==> src/rtl/mrle_pkg.sv <==
`timescale 1ns / 1ps
`default_nettype none
// ----------------------------------------------------------------------------
// mrle_pkg: shared types and constants of the marker run-length decoder
// Register map, reset values, decode phases and the structs passed between
// the register file, the decode core and the top level.
// ----------------------------------------------------------------------------
package mrle_pkg;

   localparam int CSR_ADDR_W = 4;
   localparam int CSR_DATA_W = 32;
   localparam int ADDR_W     = 16;
   localparam int NEXT_W     = 17;
   localparam int RSP_DATA_W = 40;

   localparam logic [7:0]        MARKER       = 8'hED;
   localparam logic [ADDR_W-1:0] RESET_BASE   = 16'h4000;
   localparam logic [ADDR_W-1:0] RESET_LENGTH = 16'hC000;
   localparam logic              RESET_COMP   = 1'b1;

   // register indexes (byte address / 4)
   localparam logic [1:0] REG_BASE       = 2'd0;
   localparam logic [1:0] REG_LENGTH     = 2'd1;
   localparam logic [1:0] REG_COMPRESSED = 2'd2;

   typedef enum logic [1:0] {
      PH_NORMAL = 2'd0,
      PH_COUNT  = 2'd1,
      PH_VALUE  = 2'd2
   } phase_type;

   typedef struct packed {
      logic       req_type;
      logic [7:0] data_byte;
   } item_type;

   typedef struct packed {
      logic              truncated;
      logic              block_done;
      logic [7:0]        run_length;
      logic [7:0]        write_value;
      logic [ADDR_W-1:0] write_address;
   } result_type;

   typedef struct packed {
      logic [ADDR_W-1:0] base_address;
      logic [ADDR_W-1:0] block_length;
      logic              compressed;
      logic              restart;
   } cfg_type;

endpackage
`default_nettype wire

==> src/rtl/mrle_csr.sv <==
`timescale 1ns / 1ps
`default_nettype none
// ----------------------------------------------------------------------------
// mrle_csr: configuration registers
// Holds base address, block length and mode; pulses restart after any write
// to a register in the map.
// ----------------------------------------------------------------------------
module mrle_csr
   import mrle_pkg::*;
(
   input  wire logic                  clock,
   input  wire logic                  reset,
   input  wire logic                  csr_psel,
   input  wire logic                  csr_penable,
   input  wire logic                  csr_pwrite,
   input  wire logic [CSR_ADDR_W-1:0] csr_paddr,
   input  wire logic [CSR_DATA_W-1:0] csr_pwdata,
   output logic      [CSR_DATA_W-1:0] csr_prdata,
   output logic                       csr_pready,
   output cfg_type                    cfg
);

   logic [ADDR_W-1:0] base_ff, base_in;
   logic [ADDR_W-1:0] length_ff, length_in;
   logic              comp_ff, comp_in;
   logic              restart_ff, restart_in;
   logic              wr_en;
   logic [1:0]        reg_idx;

   assign csr_pready = 1'b1;
   assign wr_en      = csr_psel & csr_penable & csr_pwrite & csr_pready;
   assign reg_idx    = csr_paddr[CSR_ADDR_W-1:2];

   always_comb begin
      base_in    = base_ff;
      length_in  = length_ff;
      comp_in    = comp_ff;
      restart_in = 1'b0;
      if (wr_en) begin
         case (reg_idx)
            REG_BASE: begin
               base_in    = csr_pwdata[ADDR_W-1:0];
               restart_in = 1'b1;
            end
            REG_LENGTH: begin
               length_in  = csr_pwdata[ADDR_W-1:0];
               restart_in = 1'b1;
            end
            REG_COMPRESSED: begin
               comp_in    = csr_pwdata[0];
               restart_in = 1'b1;
            end
            default: begin
               restart_in = 1'b0;
            end
         endcase
      end
   end

   always_ff @(posedge clock) begin
      if (reset) begin
         base_ff    <= RESET_BASE;
         length_ff  <= RESET_LENGTH;
         comp_ff    <= RESET_COMP;
         restart_ff <= 1'b0;
      end else begin
         base_ff    <= base_in;
         length_ff  <= length_in;
         comp_ff    <= comp_in;
         restart_ff <= restart_in;
      end
   end

   always_comb begin
      case (reg_idx)
         REG_BASE:       csr_prdata = {{(CSR_DATA_W-ADDR_W){1'b0}}, base_ff};
         REG_LENGTH:     csr_prdata = {{(CSR_DATA_W-ADDR_W){1'b0}}, length_ff};
         REG_COMPRESSED: csr_prdata = {{(CSR_DATA_W-1){1'b0}}, comp_ff};
         default:        csr_prdata = '0;
      endcase
   end

   assign cfg.base_address = base_ff;
   assign cfg.block_length = length_ff;
   assign cfg.compressed   = comp_ff;
   assign cfg.restart      = restart_ff;

endmodule
`default_nettype wire

==> src/rtl/mrle_core.sv <==
`timescale 1ns / 1ps
`default_nettype none
// ----------------------------------------------------------------------------
// mrle_core: decode state and single-step logic
// Holds the address, marker and phase state; works out the result of one
// item and advances the state when the item is taken.
// ----------------------------------------------------------------------------
module mrle_core
   import mrle_pkg::*;
(
   input  wire logic       clock,
   input  wire logic       reset,
   input  wire cfg_type    cfg,
   input  wire logic       step,
   input  wire item_type   item,
   output result_type      result
);

   logic [NEXT_W-1:0] next_ff, next_in;
   logic              marker_ff, marker_in;
   phase_type         phase_ff, phase_in;
   logic [7:0]        count_ff, count_in;
   logic              fin_ff, fin_in;
   logic              trunc_ff, trunc_in;

   logic [NEXT_W-1:0] end_addr;
   logic [NEXT_W-1:0] lit_next;
   logic [NEXT_W-1:0] run_start;
   logic [NEXT_W-1:0] run_next;

   assign end_addr  = {1'b0, cfg.base_address} + {1'b0, cfg.block_length};
   assign lit_next  = next_ff + NEXT_W'(1);
   assign run_start = next_ff - NEXT_W'(1);
   assign run_next  = run_start + {{(NEXT_W-8){1'b0}}, count_ff};

   always_comb begin
      next_in   = next_ff;
      marker_in = marker_ff;
      phase_in  = phase_ff;
      count_in  = count_ff;
      fin_in    = fin_ff;
      trunc_in  = trunc_ff;
      result    = '0;
      if (item.req_type) begin
         if (!fin_ff) begin
            trunc_in = 1'b1;
         end
      end else if (!fin_ff && !trunc_ff) begin
         case (phase_ff)
            PH_COUNT: begin
               count_in = item.data_byte;
               phase_in = PH_VALUE;
            end
            PH_VALUE: begin
               // run goes back over the literal marker already written
               result.write_address = run_start[ADDR_W-1:0];
               result.write_value   = item.data_byte;
               result.run_length    = count_ff;
               next_in   = run_next;
               marker_in = 1'b0;
               phase_in  = PH_NORMAL;
               fin_in    = fin_ff | (run_next >= end_addr);
            end
            PH_NORMAL: begin
               if (cfg.compressed && item.data_byte == MARKER && marker_ff) begin
                  phase_in = PH_COUNT;
               end else begin
                  result.write_address = next_ff[ADDR_W-1:0];
                  result.write_value   = item.data_byte;
                  result.run_length    = 8'd1;
                  next_in   = lit_next;
                  marker_in = (item.data_byte == MARKER);
                  fin_in    = fin_ff | (lit_next >= end_addr);
               end
            end
            default: begin
               phase_in = PH_NORMAL;
            end
         endcase
      end
      result.block_done = fin_in;
      result.truncated  = trunc_in;
   end

   always_ff @(posedge clock) begin
      if (reset) begin
         next_ff   <= {1'b0, RESET_BASE};
         marker_ff <= 1'b0;
         phase_ff  <= PH_NORMAL;
         count_ff  <= '0;
         fin_ff    <= (RESET_LENGTH == '0);
         trunc_ff  <= 1'b0;
      end else if (cfg.restart) begin
         next_ff   <= {1'b0, cfg.base_address};
         marker_ff <= 1'b0;
         phase_ff  <= PH_NORMAL;
         count_ff  <= '0;
         fin_ff    <= (cfg.block_length == '0);
         trunc_ff  <= 1'b0;
      end else if (step) begin
         next_ff   <= next_in;
         marker_ff <= marker_in;
         phase_ff  <= phase_in;
         count_ff  <= count_in;
         fin_ff    <= fin_in;
         trunc_ff  <= trunc_in;
      end
   end

endmodule
`default_nettype wire

==> src/rtl/marker_rle_block_decoder.sv <==
`timescale 1ns / 1ps
`default_nettype none
// ----------------------------------------------------------------------------
// marker_rle_block_decoder: marker run-length block decoder, top level
// Turns the byte stream of one memory block into write commands.
// ----------------------------------------------------------------------------
// One transfer in gives exactly one transfer out, at a sustained rate of one
// item per clock while rsp_tready stays high. An item passes an input
// register, the decode step (a 17-bit add and compare against the block end)
// and a result register: it is held in the input register, then in the
// result register, from which it transfers when the output is not stalled.
// The two registers keep accepting while a finished result
// waits; req_tready drops only when both hold an item and rsp_tready is low.
// A write to any mapped register restarts the block; the restart lands in
// the decode state in the cycle after the write, with no clearing pass.
// ----------------------------------------------------------------------------
module marker_rle_block_decoder
   import mrle_pkg::*;
(
   input  wire logic                  clock,
   input  wire logic                  reset,
   // input stream
   input  wire logic                  req_tvalid,
   output logic                       req_tready,
   input  wire logic [7:0]            req_tdata,   // [7:0] data_byte
   input  wire logic                  req_tuser,   // [0] req_type
   // result stream
   output logic                       rsp_tvalid,
   input  wire logic                  rsp_tready,
   // [15:0] write_address, [23:16] write_value, [31:24] run_length,
   // [32] block_done, [33] truncated, [39:34] zero
   output logic      [RSP_DATA_W-1:0] rsp_tdata,
   // configuration
   input  wire logic                  csr_psel,
   input  wire logic                  csr_penable,
   input  wire logic                  csr_pwrite,
   input  wire logic [CSR_ADDR_W-1:0] csr_paddr,
   input  wire logic [CSR_DATA_W-1:0] csr_pwdata,
   output logic      [CSR_DATA_W-1:0] csr_prdata,
   output logic                       csr_pready
);

   cfg_type    cfg;
   result_type result;

   logic       in_valid_ff, in_valid_in;
   item_type   in_item_ff;
   logic       rsp_valid_ff, rsp_valid_in;
   result_type rsp_data_ff;
   logic       advance;

   mrle_csr u_csr (
      .clock       (clock),
      .reset       (reset),
      .csr_psel    (csr_psel),
      .csr_penable (csr_penable),
      .csr_pwrite  (csr_pwrite),
      .csr_paddr   (csr_paddr),
      .csr_pwdata  (csr_pwdata),
      .csr_prdata  (csr_prdata),
      .csr_pready  (csr_pready),
      .cfg         (cfg)
   );

   // move the held item into the result register when that slot is free
   assign advance    = in_valid_ff & (~rsp_valid_ff | rsp_tready);
   assign req_tready = ~in_valid_ff | ~rsp_valid_ff | rsp_tready;

   mrle_core u_core (
      .clock  (clock),
      .reset  (reset),
      .cfg    (cfg),
      .step   (advance),
      .item   (in_item_ff),
      .result (result)
   );

   always_comb begin
      // input register: fill on a transfer, empty when its item moves on
      if (req_tvalid && req_tready) begin
         in_valid_in = 1'b1;
      end else if (advance) begin
         in_valid_in = 1'b0;
      end else begin
         in_valid_in = in_valid_ff;
      end
      // result register: load on advance, drop once the result is taken
      if (advance) begin
         rsp_valid_in = 1'b1;
      end else if (rsp_tready) begin
         rsp_valid_in = 1'b0;
      end else begin
         rsp_valid_in = rsp_valid_ff;
      end
   end

   always_ff @(posedge clock) begin
      if (reset) begin
         in_valid_ff  <= 1'b0;
         rsp_valid_ff <= 1'b0;
      end else begin
         in_valid_ff  <= in_valid_in;
         rsp_valid_ff <= rsp_valid_in;
      end
   end

   // payload registers: hold unless loaded
   always_ff @(posedge clock) begin
      if (req_tvalid && req_tready) begin
         in_item_ff.req_type  <= req_tuser;
         in_item_ff.data_byte <= req_tdata;
      end
      if (advance) begin
         rsp_data_ff <= result;
      end
   end

   assign rsp_tvalid = rsp_valid_ff;
   assign rsp_tdata  = {{(RSP_DATA_W-$bits(result_type)){1'b0}}, rsp_data_ff};

endmodule
`default_nettype wire

==> config.mk <==
export PLATFORM = sky130hd
export DESIGN_NAME = marker_rle_block_decoder
export DESIGN_NICKNAME = d
export VERILOG_FILES = /design/src/rtl/mrle_pkg.sv /design/src/rtl/mrle_csr.sv /design/src/rtl/mrle_core.sv /design/src/rtl/marker_rle_block_decoder.sv
export SDC_FILE = /design/constraint.sdc
export NUM_CORES = 1
export LEC_CHECK = 0
export BUFFER_PORTS_ARGS = -buffer_cell sky130_fd_sc_hd__buf_2
export CORE_ASPECT_RATIO = 0.5
export CORE_MARGIN = 2
export CORE_UTILIZATION = 52
export CTS_CLUSTER_SIZE = 20
export DETAILED_ROUTE_END_ITERATION = 6
export PLACE_DENSITY_LB_ADDON = 0.2
export SETUP_SLACK_MARGIN = 0.4
export SYNTH_ARGS = -nofsm -noshare
export SYNTH_HDL_FRONTEND = slang
export SYNTH_SLANG_ARGS = --single-unit
export TNS_END_PERCENT = 10
==> constraint.sdc <==
create_clock -name clock -period 5.4 [get_ports clock]
set_input_delay 0.27 -clock clock [delete_from_list [all_inputs] [get_ports clock]]
set_output_delay 0.27 -clock clock [all_outputs]
set_load 0.01 [all_outputs]
* Yosys cells after proc, flatten, opt, wreduce, memory -nomap -nowiden *
Cells that the tools add are included.

storage, ports and cells
  output and inout bits = 75
  input bits = 52
  logic and storage cells = 100
  register bits after elaboration = 109

operators by class
  $add $sub $neg = 4
  bitwise gates (word level) = 13
  reductions and logical operators = 26
  muxes and demuxes = 26
  $lt $le $gt $ge = 2
  equal/unequal tests = 9

operators by type and width
  cell                     number
  $mux W16                 4
  $pmux W32 S2             1
  $pmux W16 S3             1
  $ge A17 B17 Y1           2
  $pmux W17 S2             1
  $mux W25                 1
  $add A16 B16 Y17         1
  $add A17 B1 Y17 const B  1
  $add A17 B8 Y17          1
  $mux W17                 1
  $sub A17 B1 Y17 const B  1
  $logic_not A16 Y1        1
  $mux W1                  13
  $reduce_and A5 Y1        2
  $reduce_bool A2 Y1       5
  $eq A8 B8 Y1 const B     1
  $reduce_and A4 Y1        2
  $reduce_and A2 Y1        3
  $reduce_or A2 Y1         3
  $not A1 Y1               5
  $or A1 B1 Y1             5
  $eq A2 B1 Y1 const B     2
  $eq A2 B2 Y1 const B     2
  $logic_and A1 B1 Y1      4
  other kinds (11)         17

* Longest topological paths before layout *
  depth in word-level cells = 9
  mapped depth = 21
  mapped depth without buffers = 20

* Hierarchy *
A second synthesis with hierarchy kept.

second synthesis, totals
  cell total of the unflattened synthesis = 894
  area, all modules = 7936.4 um^2

by module, submodules not included
  module                    seq. area each (um^2)  instances  cells each  area an instance (um^2)
  mrle_core                 600.6                  1          642         4675.7
  mrle_csr                  680.7                  1          192         1816.7
  marker_rle_block_decoder  1331.3                 1          60          1443.9

* Worst setup path after synthesis *
No wires, ideal clock.

  path kind = register to register
  start = register u_core.next_ff[0]
  end = register u_core.fin_ff
  required time = 5.285 ns
  library setup time = 0.115 ns
  cell stages (with the launch flop) = 20
  path buffers = 1
  clock period less this slack = 5.058 ns
  path slack = 0.342 ns
  data arrival time = 4.943 ns
  cell sequence = dfxtp_1 > buf_6 > or3_1 > or3_1 > nand2_1 > nand2_1 > ha_1 > nand2_1 > a21oi_1 > o41ai_1 > nor3_4 > or2b_2 > o22ai_1 > xor2_1 > ha_1 > a211oi_1 > nand2_1 > or4b_2 > a221o_1 > o21a_1

on the way
  longest elaborated chain between the ends = 9
  elaborated cells between the ends (all ways) = 13
  those cells by class = add/sub: 3; order compare: 2; mux: 6; bitwise: 2

RTL lines
  item                                                RTL line                          source
  start, declared                                     mrle_core.sv:19                   logic [NEXT_W-1:0] next_ff, next_in;
  start signal, assigned                              mrle_core.sv:87                   next_ff <= {1'b0, RESET_BASE};
  start signal, assigned                              mrle_core.sv:94                   next_ff <= {1'b0, cfg.base_address};
  start signal, assigned                              mrle_core.sv:101                  next_ff <= next_in;
  $sub A17 B1 Y17 or $add A17 B1 Y17 (tied branches)  mrle_core.sv:33, mrle_core.sv:32
  $add A17 B8 Y17 or $ge A17 B17 Y1 (tied branches)   mrle_core.sv:34, mrle_core.sv:73
  $ge A17 B17 Y1 or $or A1 B1 Y1 (tied branches)      mrle_core.sv:62, mrle_core.sv:73
  $or A1 B1 Y1 or $mux W1 (tied branches)             mrle_core.sv:62, mrle_core.sv:65
  $pmux W1 S2 *                                       mrle_core.sv:49                   case (phase_ff)
  $mux W1 *                                           mrle_core.sv:48                   end else if (!fin_ff && !trunc_ff) begin
  $mux W1 *                                           mrle_core.sv:44                   if (item.req_type) begin
  net u_core.fin_in                                   mrle_core.sv:23                   logic fin_ff, fin_in;
  $mux W1 *                                           mrle_core.sv:100                  end else if (step) begin
  $mux W1 *                                           mrle_core.sv:93                   end else if (cfg.restart) begin
  end signal, assigned                                mrle_core.sv:91                   fin_ff <= (RESET_LENGTH == '0);
  end signal, assigned                                mrle_core.sv:98                   fin_ff <= (cfg.block_length == '0);
  end signal, assigned                                mrle_core.sv:105                  fin_ff <= fin_in;
  end, declared                                       mrle_core.sv:23

The timed path passes the listed nets; every way through them passes the cells marked *. The select of a mux whose other input is x is not followed.
A chain may end at the register's enable or synchronous reset.

* Final worst setup path *
  start = register u_core.next_ff[1]
  end = register u_core.fin_ff

The elaborated chain is that of the path after synthesis.

==> metrics.txt <==
grt total ovfl 0; CORE AREA 14,400 um^2; register area share after synthesis 0.343; mux contribution to synthesized area 0.0343; Routed WL 19.7 mm; Clock Skew ~13 ps; gpl congestion between 0.8 and 0.9; Crit Path Max Fanout 6; Synth cell types a little over 70; Slowest-stage cell, CP or4b_4; number of DRC markers in iteration 0 658; post-place instance area 8060 um^2; Period Utilization, post-route 0.879; filler cell count roughly 1,300; detailed-router iteration count before antenna repair 6; register area 2620 um^2; clk slew on worst S/H paths approximately 90 ps; Yosys reg bits 109; total negative setup slack 0 ps; initial antenna violation count 0; chip width approximately 180 um; Post-route DRC 0; Area contributors post-synth dfxtp_1 (17%), edfxtp_1 (17%), ha_1 (10%), a21oi_1 (6.2%), nand2_1 (5.6%); CTS Sinks 109; clk_lat worst skew around 360 ps; Final Instance Area 8570 um^2; final setup fails 0; dpl ws approximately 390 ps; simple-gate share of the synthesized area 0.231; DP Wirelength about 14 mm; CP bufs+invs 0; minimum clock period approximately 4700 ps; normalized max-slew margin 0.316; ant diodes 0; most common cell in the synthesized netlist nand2_1; flop2flop setup slack between 600 and 700 ps; P per Cell Area ~220 nW/um^2; max-capacitance violation count 0; CTS root buffer clkbuf_16; worst vdd ir 197 uV; Final Max Tran Viols 0; CTS tree yes; Final Worst Setup Slack between 600 and 700 ps; crit path kind reg -> reg; Die Y roughly 90 um; Num CTS Buffers 9; Design Power roughly 1.9 mW; I/O pin cnt 127; vias in the first global route around 5,900; ratio of cells with drive above 1 in the final layout 0.178; Mapped Area between 7000 and 8000 um^2; fin nets 1,081; synth cell count leaders nand2_1 (113), nor2_1 (96), a21oi_1 (94); largest net degree at the start of global routing 44; antenna viol nets, final 0; Vias approximately 6,700; H-Tree Depth 3; Multi-input gate area 4700 um^2; Synth Area in Adders 0.107; Worst EP arrival around 5000 ps; largest family of logic cells by synthesized area simple AND/OR/NAND/NOR gates; die area around 16,000 um^2; CP Cell Sequence or3_4 -> or3_4 -> nand2_2 -> nand2_2 -> ha_4 -> and3_4 -> a21oi_2 -> o21ai_2 -> o41ai_2 -> nor2_1 -> xnor2_1 -> ha_1 -> nand3_2 -> a21boi_0 -> o2111ai_1 -> a21o_1 -> a21oi_1 -> or4b_4 -> a221o_1 -> o21a_1; CP peak stage delay ~500 ps; drt wl/cell 16.9 um; RSZ-0062 raised after global routing no; family with the most delay on the worst path simple AND/OR/NAND/NOR gates; CTS max path bufs 2; ys async rst share 0; # port buffers between 80 and 90; # rows 31; status finished clean; Compound-Gate Fraction of Synth Area 0.160; hold_buf cts 0; first-pass GRT wire length around 30 mm; Post-synth EDFFs between 40 and 50; syn_area_per_cell around 8.5 um^2; Leakage Power between 3 and 4 nW; HP Class in -> reg; initial core utilization 0.529; DR vias/cell approximately 5.7; P&R area growth vs syn 12.5%; cell taking the most area after synthesis dfxtp_1; Post-Synth XOR/XNOR Area 0.0598; share of the synthesized area in the top cell type 0.173; dominant synthesized flop cell dfxtp_1; Mapped Cells 900; worst hold slack about 80 ps; Crit. End Element flip-flop; Startpoint Class flip-flop; worst-margin pin slew 1020 ps; maximum achievable frequency approximately 210 MHz; CP required 5660 ps; Final Hold Fails 0; total track usage 0.251; Ys Warns 0
-- cell usage in the layout, fill, tap and decap left out, drive strengths merged, types with 6 or more instances in the layout --
master	synthesis	layout
and3	12	12
edfxtp	43	43
nor2	96	96
a21oi	94	94
dfxtp	66	66
ha	62	62
nand3	26	26
o21ai	22	22
inv	21	25
nor3	29	29
conb	2	23
nand4	6	6
and2	8	8
mux2i	25	25
buf	38	110
nand2	113	113
a211oi	8	8
o21a	8	8
nor4	11	11
nor2b	8	8
a21o	24	24
or3	8	8
nand3b	7	7
clkbuf	39	9
xor2	22	22
xnor2	30	30
-- through the flow --
| step | util | cells |
|---|---|---|
| after global placement | 0.560 | 1138 |
| after CTS | 0.582 | 1154 |
| after floorplan | - | 921 |
| after global routing | 0.596 | 1168 |
| final | 0.596 | 1168 |
| after detailed placement | 0.560 | 1138 |
-- state kept, by name (all words and copies together) (netlist names) --
name              count
u_csr.restart_ff      1
u_core.count_ff       8
rsp_tdata            34
u_core.next_ff       17
u_csr.length_ff      16
u_csr.base_ff        16
in_item_ff            9
rsp_tvalid            1
u_csr.comp_ff         1
u_core.fin_ff         1
u_core.phase_ff       2
in_valid_ff           1
u_core.trunc_ff       1
u_core.marker_ff      1
-- worst paths after layout --
| kind | endpoint | from | cells past startpoint |
|---|---|---|---|
| worst min-delay path | in_item_ff[3] | req_tdata[3] | 1 |
| worst max-delay path | u_core.fin_ff | u_core.next_ff[1] | 20 |
| worst max register to register | u_core.fin_ff | u_core.next_ff[1] | 20 |
| worst min register to register | u_core.marker_ff | u_core.marker_ff | 2 |
-- final cells by class --
cell class,instances,area share
clock buffer,9,0.0263
inverter,21,0.00919
clock inverter,7,0.00905
tap,198,0.0289
sequential,109,0.306
timing repair buffer,110,0.0719
multi-input combinational,714,0.549
-- repair_timing --
action	CTS	global route
pin swaps	0	14
setup buffers	0	14
setup endpoints to repair	2	2
hold endpoints to repair	0	0
resized for setup	1	27
-- layer usage --
| metal | GRT usage | wire [um] | up-vias |
|---|---|---|---|
| li1 | - | - | 3272 |
| met2 | 0.369 | 7910 | 247 |
| met4 | 0.0432 | 153 | 0 |
| met5 | 0 | 0 | - |
| met1 | 0.392 | 10300 | 3124 |
| met3 | 0.0387 | 1400 | 13 |
-- power by group --
part | total, mW | internal, mW | switching [mW]
clock network | 0.686 | 0.330 | 0.356
logic | 0.294 | 0.118 | 0.176
registers | 0.897 | 0.878 | 0.0188
total | 1.88 | 1.33 | 0.550
-- cells by family after synthesis --
kind of cell / after synthesis
multiplexers: 26
flip-flops: 109
buffers and inverters: 98
XOR/XNOR: 52
adder cells (fa/ha/maj): 64
other: 2
AO/OA/AOI/OAI: 196
AND/OR/NAND/NOR: 353
No activity file was read; power rests on OpenSTA's default activity.
